### config.mk
export PLATFORM = sky130hd
export DESIGN_NAME = scancode_set1_keyboard_decoder
export DESIGN_NICKNAME = d
export VERILOG_FILES = /design/src/rtl/sc1kbd_pkg.sv /design/src/rtl/scancode_set1_keyboard_decoder.sv
export SDC_FILE = /design/constraint.sdc
export NUM_CORES = 1
export LEC_CHECK = 0
export BUFFER_PORTS_ARGS = -buffer_cell sky130_fd_sc_hd__buf_2
export CORE_MARGIN = 2
export CORE_UTILIZATION = 60
export DETAILED_ROUTE_END_ITERATION = 10
export PLACE_DENSITY = 0.88
export SYNTH_ARGS = -nofsm -noshare
export SYNTH_HDL_FRONTEND = slang
export SYNTH_SLANG_ARGS = --single-unit
### constraint.sdc
create_clock -name clock -period 4.9 [get_ports clock]
set_input_delay 0.49 -clock clock [delete_from_list [all_inputs] [get_ports clock]]
set_output_delay 0.49 -clock clock [all_outputs]
set_load 0.01 [all_outputs]
### src/rtl/sc1kbd_pkg.sv
// Shared types, constants and lookup functions for the set-1 scan code decoder.
// No dependencies; imported by scancode_set1_keyboard_decoder.
package sc1kbd_pkg;

   localparam int KEY_CODES = 256;
   localparam int MAP_ROWS  = KEY_CODES / 2;   // two key-code bits per memory row
   localparam int ROW_W     = $clog2(MAP_ROWS);

   localparam logic [7:0] CODE_CAPS   = 8'h0B;
   localparam logic [7:0] CODE_LSHIFT = 8'h0E;
   localparam logic [7:0] CODE_RSHIFT = 8'h0F;
   // both shift codes share one row of the key map
   localparam logic [ROW_W-1:0] SHIFT_ROW = CODE_LSHIFT[7:1];

   typedef enum logic [1:0] {
      EV_IGNORED = 2'd0,
      EV_PRESS   = 2'd1,
      EV_RELEASE = 2'd2
   } event_kind_type;

   typedef logic [1:0] map_row_type;

   // Scan index to internal key code; zero marks an unused entry.
   function automatic logic [7:0] scan_to_code(input logic [6:0] idx);
      logic [7:0] c;
      case (idx)
         7'h01: c = 8'h1B;  7'h02: c = 8'h31;  7'h03: c = 8'h32;  7'h04: c = 8'h33;
         7'h05: c = 8'h34;  7'h06: c = 8'h35;  7'h07: c = 8'h36;  7'h08: c = 8'h37;
         7'h09: c = 8'h38;  7'h0A: c = 8'h39;  7'h0B: c = 8'h30;  7'h0C: c = 8'h2D;
         7'h0D: c = 8'h3D;  7'h0E: c = 8'h08;  7'h0F: c = 8'h09;
         7'h10: c = 8'h71;  7'h11: c = 8'h77;  7'h12: c = 8'h65;  7'h13: c = 8'h72;
         7'h14: c = 8'h74;  7'h15: c = 8'h79;  7'h16: c = 8'h75;  7'h17: c = 8'h69;
         7'h18: c = 8'h6F;  7'h19: c = 8'h70;  7'h1A: c = 8'h5B;  7'h1B: c = 8'h5D;
         7'h1C: c = 8'h0A;  7'h1D: c = 8'h11;  7'h1E: c = 8'h61;  7'h1F: c = 8'h73;
         7'h20: c = 8'h64;  7'h21: c = 8'h66;  7'h22: c = 8'h67;  7'h23: c = 8'h68;
         7'h24: c = 8'h6A;  7'h25: c = 8'h6B;  7'h26: c = 8'h6C;  7'h27: c = 8'h3B;
         7'h28: c = 8'h27;  7'h29: c = 8'h60;  7'h2A: c = 8'h0E;  7'h2B: c = 8'h5C;
         7'h2C: c = 8'h7A;  7'h2D: c = 8'h78;  7'h2E: c = 8'h63;  7'h2F: c = 8'h76;
         7'h30: c = 8'h62;  7'h31: c = 8'h6E;  7'h32: c = 8'h6D;  7'h33: c = 8'h2C;
         7'h34: c = 8'h2E;  7'h35: c = 8'h2F;  7'h36: c = 8'h0F;  7'h37: c = 8'hFA;
         7'h38: c = 8'h12;  7'h39: c = 8'h20;  7'h3A: c = 8'h0B;  7'h3B: c = 8'h80;
         7'h3C: c = 8'h81;  7'h3D: c = 8'h82;  7'h3E: c = 8'h83;  7'h3F: c = 8'h84;
         7'h40: c = 8'h85;  7'h41: c = 8'h86;  7'h42: c = 8'h87;  7'h43: c = 8'h88;
         7'h44: c = 8'h89;  7'h45: c = 8'h0C;  7'h47: c = 8'h93;
         7'h48: c = 8'h94;  7'h49: c = 8'h95;  7'h4A: c = 8'hFC;  7'h4B: c = 8'h90;
         7'h4C: c = 8'h91;  7'h4D: c = 8'h92;  7'h4E: c = 8'hFD;  7'h4F: c = 8'h8D;
         7'h50: c = 8'h8E;  7'h51: c = 8'h8F;  7'h52: c = 8'h8C;  7'h53: c = 8'hFF;
         7'h57: c = 8'h8A;  7'h58: c = 8'h8B;
         default: c = 8'h00;
      endcase
      return c;
   endfunction

   function automatic logic is_printable(input logic [7:0] c);
      return (c >= 8'd32 && c < 8'd128) || c == 8'h0A || c == 8'h0D || c == 8'h09;
   endfunction

   // Other-case form of a character, or the character itself when it has none.
   function automatic logic [6:0] swap_case(input logic [6:0] c);
      logic [6:0] r;
      if (c >= 7'h61 && c <= 7'h7A) begin
         r = c - 7'd32;
      end else begin
         case (c)
            7'h30: r = 7'h29;  7'h31: r = 7'h21;  7'h32: r = 7'h40;  7'h33: r = 7'h23;
            7'h34: r = 7'h24;  7'h35: r = 7'h25;  7'h36: r = 7'h5E;  7'h37: r = 7'h26;
            7'h38: r = 7'h2A;  7'h39: r = 7'h28;
            7'h60: r = 7'h7E;  7'h3D: r = 7'h2B;  7'h5B: r = 7'h7B;  7'h5D: r = 7'h7D;
            7'h3B: r = 7'h3A;  7'h27: r = 7'h22;  7'h2C: r = 7'h3C;  7'h2E: r = 7'h3E;
            7'h2F: r = 7'h3F;
            default: r = c;
         endcase
      end
      return r;
   endfunction

endpackage

### src/rtl/scancode_set1_keyboard_decoder.sv
// Set-1 scan code keyboard decoder: key-down map in a 128x2 synchronous RAM,
// caps flag, case mapping. Depends on sc1kbd_pkg.
// Pipeline: RAM read into stage 1, then modify/write-back into the output register.
// Throughput: one beat per cycle unless the output stalls; the read-modify-write loop
// closes through a one-deep write-to-read forward, so beats to one row run back to back.
// Reset: synchronous; clears control state and caps, then sweeps the key map RAM
// one row a cycle, with req_ready low throughout the sweep.
module scancode_set1_keyboard_decoder
   import sc1kbd_pkg::*;
(
   input  logic       clock,
   input  logic       reset,
   input  logic       req_valid,
   output logic       req_ready,
   input  logic [7:0] req_scan_code,
   output logic       rsp_valid,
   input  logic       rsp_ready,
   output logic [1:0] rsp_event_kind,
   output logic [7:0] rsp_key_code,
   output logic       rsp_char_valid,
   output logic [6:0] rsp_character,
   output logic       rsp_caps_active,
   output logic       rsp_shift_held
);

   // Key-down map: row = code[7:1], bit within the row = code[0].
   map_row_type key_map_mem [MAP_ROWS];

   // Clearing sweep after reset; the top bit set means the sweep is done.
   logic [ROW_W:0] clr_cnt_ff, clr_cnt_in;
   logic           clr_busy;

   // Stage 1: RAM read data plus the beat's decoded fields
   logic             s1_valid_ff, s1_valid_in;
   logic [7:0]       s1_code_ff;
   logic             s1_release_ff;
   map_row_type      rd_row_ff;
   logic             fwd_hit_ff;
   map_row_type      fwd_row_ff;

   // Architectural flags outside the RAM
   logic             caps_ff, caps_in;
   map_row_type      shift_row_ff, shift_row_in;   // shadow of the shift row

   // Output register
   logic             out_valid_ff, out_valid_in;
   event_kind_type   out_kind_ff;
   logic [7:0]       out_code_ff;
   logic             out_cvalid_ff;
   logic [6:0]       out_char_ff;
   logic             out_caps_ff;
   logic             out_shift_ff;

   logic             req_fire;
   logic [7:0]       req_code;
   logic [ROW_W-1:0] req_row;

   logic             s1_adv;
   logic             s1_hit;
   logic             s1_wr;
   logic [ROW_W-1:0] s1_row;
   map_row_type      s1_old_row;
   map_row_type      s1_new_row;
   event_kind_type   s1_kind;
   logic             s1_shift;
   logic             s1_cvalid;
   logic [6:0]       s1_char;

   assign clr_busy = ~clr_cnt_ff[ROW_W];
   assign clr_cnt_in = clr_busy ? clr_cnt_ff + 1'b1 : clr_cnt_ff;

   // Stage 1 moves on whenever the output register is free or being emptied.
   assign s1_adv    = ~out_valid_ff | rsp_ready;
   assign req_ready = ~clr_busy & (~s1_valid_ff | s1_adv);
   assign req_fire  = req_valid & req_ready;

   // Table lookup ahead of the RAM so the row address is ready at the accept edge
   assign req_code = scan_to_code(req_scan_code[6:0]);
   assign req_row  = req_code[7:1];

   assign s1_valid_in = req_fire ? 1'b1 : (s1_adv ? 1'b0 : s1_valid_ff);

   // Read-modify-write of the key map row
   always_comb begin
      s1_row     = s1_code_ff[7:1];
      s1_hit     = (s1_code_ff != 8'h00);
      s1_old_row = fwd_hit_ff ? fwd_row_ff : rd_row_ff;
      s1_new_row = s1_old_row;
      s1_new_row[s1_code_ff[0]] = ~s1_release_ff;
      s1_wr      = s1_valid_ff & s1_adv & s1_hit;

      if (!s1_hit) begin
         s1_kind = EV_IGNORED;
      end else if (s1_release_ff) begin
         s1_kind = EV_RELEASE;
      end else begin
         s1_kind = EV_PRESS;
      end

      caps_in = caps_ff;
      shift_row_in = shift_row_ff;
      if (s1_valid_ff && s1_adv) begin
         if (s1_kind == EV_PRESS && s1_code_ff == CODE_CAPS) begin
            caps_in = ~caps_ff;
         end
         if (s1_hit && s1_row == SHIFT_ROW) begin
            shift_row_in = s1_new_row;
         end
      end

      // Flags as they stand after this beat
      s1_shift  = (s1_hit && s1_row == SHIFT_ROW) ? |s1_new_row : |shift_row_ff;
      s1_cvalid = (s1_kind == EV_PRESS) && is_printable(s1_code_ff);
      s1_char   = 7'd0;
      if (s1_cvalid) begin
         s1_char = s1_code_ff[6:0];
         if (s1_shift != (caps_ff ^ (s1_code_ff == CODE_CAPS))) begin
            s1_char = swap_case(s1_code_ff[6:0]);
         end
      end
   end

   assign out_valid_in = s1_adv ? s1_valid_ff : out_valid_ff;

   // RAM: one write port (sweep or write-back), one registered read port
   always_ff @(posedge clock) begin
      if (clr_busy) begin
         key_map_mem[clr_cnt_ff[ROW_W-1:0]] <= '0;
      end else if (s1_wr) begin
         key_map_mem[s1_row] <= s1_new_row;
      end
      if (req_fire) begin
         rd_row_ff <= key_map_mem[req_row];
      end
   end

   // Stage 1 payload; catch a write-back to the row being read at this edge
   always_ff @(posedge clock) begin
      if (req_fire) begin
         s1_code_ff    <= req_code;
         s1_release_ff <= req_scan_code[7];
         fwd_hit_ff    <= s1_wr && (s1_row == req_row);
         fwd_row_ff    <= s1_new_row;
      end
   end

   // Output payload
   always_ff @(posedge clock) begin
      if (s1_valid_ff && s1_adv) begin
         out_kind_ff   <= s1_kind;
         out_code_ff   <= s1_code_ff;
         out_cvalid_ff <= s1_cvalid;
         out_char_ff   <= s1_char;
         out_caps_ff   <= caps_in;
         out_shift_ff  <= s1_shift;
      end
   end

   // Control state
   always_ff @(posedge clock) begin
      if (reset) begin
         clr_cnt_ff   <= '0;
         s1_valid_ff  <= 1'b0;
         out_valid_ff <= 1'b0;
         caps_ff      <= 1'b0;
         shift_row_ff <= '0;
      end else begin
         clr_cnt_ff   <= clr_cnt_in;
         s1_valid_ff  <= s1_valid_in;
         out_valid_ff <= out_valid_in;
         caps_ff      <= caps_in;
         shift_row_ff <= shift_row_in;
      end
   end

   assign rsp_valid       = out_valid_ff;
   assign rsp_event_kind  = out_kind_ff;
   assign rsp_key_code    = out_code_ff;
   assign rsp_char_valid  = out_cvalid_ff;
   assign rsp_character   = out_char_ff;
   assign rsp_caps_active = out_caps_ff;
   assign rsp_shift_held  = out_shift_ff;

   // Hold off beats until the sweep has cleared the whole map.
   a_no_accept_in_sweep: assert property (@(posedge clock) disable iff (reset)
      clr_busy |-> !req_ready)
      else $error("beat accepted during key map sweep");

   // The shift shadow tracks its RAM row once the sweep is done.
   a_shadow_matches_ram: assert property (@(posedge clock) disable iff (reset)
      !clr_busy |-> (key_map_mem[SHIFT_ROW] == shift_row_ff))
      else $error("shift shadow differs from key map row");

   // A character only ever comes with a press.
   a_char_on_press: assert property (@(posedge clock) disable iff (reset)
      (rsp_valid && rsp_char_valid) |-> (rsp_event_kind == EV_PRESS))
      else $error("character on a non-press beat");

   // Caps toggles on a caps press as it leaves stage 1.
   a_caps_toggle: assert property (@(posedge clock) disable iff (reset)
      (s1_valid_ff && s1_adv && s1_kind == EV_PRESS && s1_code_ff == CODE_CAPS)
      |=> (caps_ff != $past(caps_ff)))
      else $error("caps flag missed a toggle");

endmodule

==> results.yml <==
status:
  status: "complete, no violations"
yosys:
  yosys_register_bits: 281
  synth_edf_count: 268
  yosysTopAreaCellShare: 0.583
  synth_area_leaders: "edfxtp_1 58%, mux2i_1 6.5%, nor2_1 4.6%"
  avgSynthCellArea_um2: 11.7
  synth-warning-count: 0
  ys_async_sr_fraction: 0
  syn_nets: 1211
  synth_cells: 1183
  syn_area_um2: 13800
  ys.flop_type: "edfxtp_1"
  seq_area_frac_synth: 0.602
  ys_types: 70
  yosysTopAreaCell: "edfxtp_1"
route:
  vias: 10000
  wirelength_mm: 34.4
  drc: 0
  drtPass1Iterations: 6
  wl_per_cell_um: 22.8
  final_antenna_net_count: 0
  route.detailed.vias_per_inst: 6.64
  drt_iter0_drc: 1512
global_routing:
  grt_overflow: 0
  grt_pass1_vias: 9767
  use_met2: 0.462
  gr-usage-met1: 0.377
  top_usage_layer: "met2"
  grt_first_pass_wirelength_mm: 53.3
  grtUsageTotal: 0.284
  grt_max_degree: 75
  antenna_found_initial: 0
  met3_usage: 0.0561
place:
  io_buffers: 33
  placed_cells: 1460
  finalWeightedCongestion: 0.919
  dpl.hpwl_mm: 21.8
worst_setup_path:
  critPathSlowestCell: "ha_1"
  cp.required_ps: 5250
  worstPathCellList: "buf_2 -> inv_1 -> ha_1 -> inv_1 -> mux4_2 -> a22o_1 -> o21a_2 -> buf_4 -> buf_4 -> and3_1 -> a311o_1 -> o311ai_1 -> a21boi_0 -> a2111oi_2"
  slowest_delay_ps: 490
  crit_type: "input port to flop"
  worstPathArrival_ps: 4280
  cp-start-kind: "input port"
  path_max_fanout: 16
  critPathCaptureType: "flop"
layout:
  fill_cells: 1589
  multiInputGateArea_um2: 4970
  fin_nets: 1232
  stdcell_count: 1507
  seq_area_um2: 8310
  n_antenna_cell: 0
  layout.cells.most_common_list: "268 x edfxtp_1, 170 x nor2_1, 144 x nand2_1"
  layout-drive-gt1-share: 0.115
  final_common_cell: "edfxtp_1"
  fin_util: 0.668
  area_delta_synth_final_pct: 9.30
clock_network:
  cts_setup_buffers: 0
  htree_levels: 1
  ctsResizeCount: 0
  clkLatencyLatePin_ps: 550
  root_buffer: "clkbuf_16"
  clkTransAtPathRegs_ps: 60
  cts_sinks: 281
  cts_tree: "yes"
  cts_hold_buf: 0
  cts-buffers-inserted: 27
  clockBufferDepth: 3
power_and_ir_drop:
  p_leak_nw: 5.38
  irDropWorstVdd_mv: 0.346
  powerDensity_nw_per_um2: 341
  report.power.total_mw: 5.14
floorplanning:
  initial_core_util: 0.611
  coreArea_um2: 22600
  placementRows: 55
  die_h_um: 156
  die_x_um: 156
  dieArea_um2: 24200
  io_pins: 34
timing:
  clock.fmax_mhz: 255
  tightest_slew_ps: 997
  finalSetupViolCount: 0
  rsz0062_at_grt: "no"
  hold_violations: 0
  tns_ps: 0
  maxSlewViolCount: 0
  fin_worst_skew_ps: 25.9
  period_minus_slack_ps: 3930
  relSlewSlack: 0.330
  post-route-period-util: 0.801
min_path:
  holdCritPathClass: "input port to flop"
job:
  maxCapViolCount: 0
## power breakdown
part	switching (mW)	internal, mW	total, mW
Clock	0.881	1.12	2.00
Sequential	0.00777	2.60	2.61
Combinational	0.337	0.192	0.530
Total	1.23	3.91	5.14
## through the flow
step | cell area, µm² | hold WS, ps | setup slack, ps
after floorplan | 13800 | 424 | 823
after global placement | 14200 | 477 | 563
after detailed placement | 14200 | 506 | 489
after CTS | 15100 | 133 | 1040
after global routing | 15100 | 138 | 745
final | 15100 | 140 | 974
## sequential cells by signal, summed over array words and instances (netlist names), 2 cells and up
signal          cells
rsp_key_code        8
clr_cnt_ff          8
rsp_event_kind      2
rsp_character       7
rd_row_ff           2
key_map_mem       234
s1_code_ff          8
shift_row_ff        2
fwd_row_ff          2
## cells in the mapped netlist (16+ instances only)
master	instances
nand3_1	26
nor3_1	16
and3_1	22
a21oi_1	33
clkbuf_1	32
nand2_1	144
a31oi_1	17
o21ai_0	31
nor2_1	170
nor2b_1	25
ha_1	16
buf_2	19
mux2i_1	90
edfxtp_1	268
inv_1	31
## cell families after synthesis
| family | synth area share |
|---|---|
| simple gates | 0.150 |
| flops | 0.602 |
| compound gates | 0.0944 |
| buf+inv | 0.0382 |
| mux | 0.0882 |
| xor+xnor | 0.0114 |
| fa+ha+maj | 0.0152 |
## routing by layer
layer / up-vias / share of wire
met4: 0 / 0.046
met3: 149 / 0.11
li1: 4403 / -
met2: 725 / 0.48
met1: 4723 / 0.36
met5: - / 0
## worst paths after layout
check | from | slack [ps] | endpoint | depth (start not counted)
hold reg to reg | shift_row_ff[1]$_SDFFE_PP0P_ | 520 | shift_row_ff[1]$_SDFFE_PP0P_ | 2
setup reg to reg | s1_code_ff[5]$_DFFE_PP_ | 1090 | key_map_mem[109][1]$_DFFE_PP_ | 9
hold / removal | req_scan_code[7] | 140 | s1_release_ff$_DFFE_PP_ | 1
setup / recovery | req_scan_code[1] | 970 | rd_row_ff[1]$_DFFE_PP_ | 14
## critical path, delay by kind of cell
kind | cells | cell delay [ps]
AOI/OAI and AO/OA | 6 | 1550
buffers and inverters | 5 | 1110
adders and majority gates | 1 | 490
muxes | 1 | 460
and+or+nand+nor | 1 | 160
## final cells by class
class,instances,share of cell area
Sequential cell,281,0.551
Multi-Input combinational cell,789,0.329
Clock buffer,33,0.0463
Timing Repair Buffer,70,0.0319
Tap cell,285,0.0237
Inverter,35,0.00888
Clock inverter,14,0.00880
(Power assumes the default switching activity.)
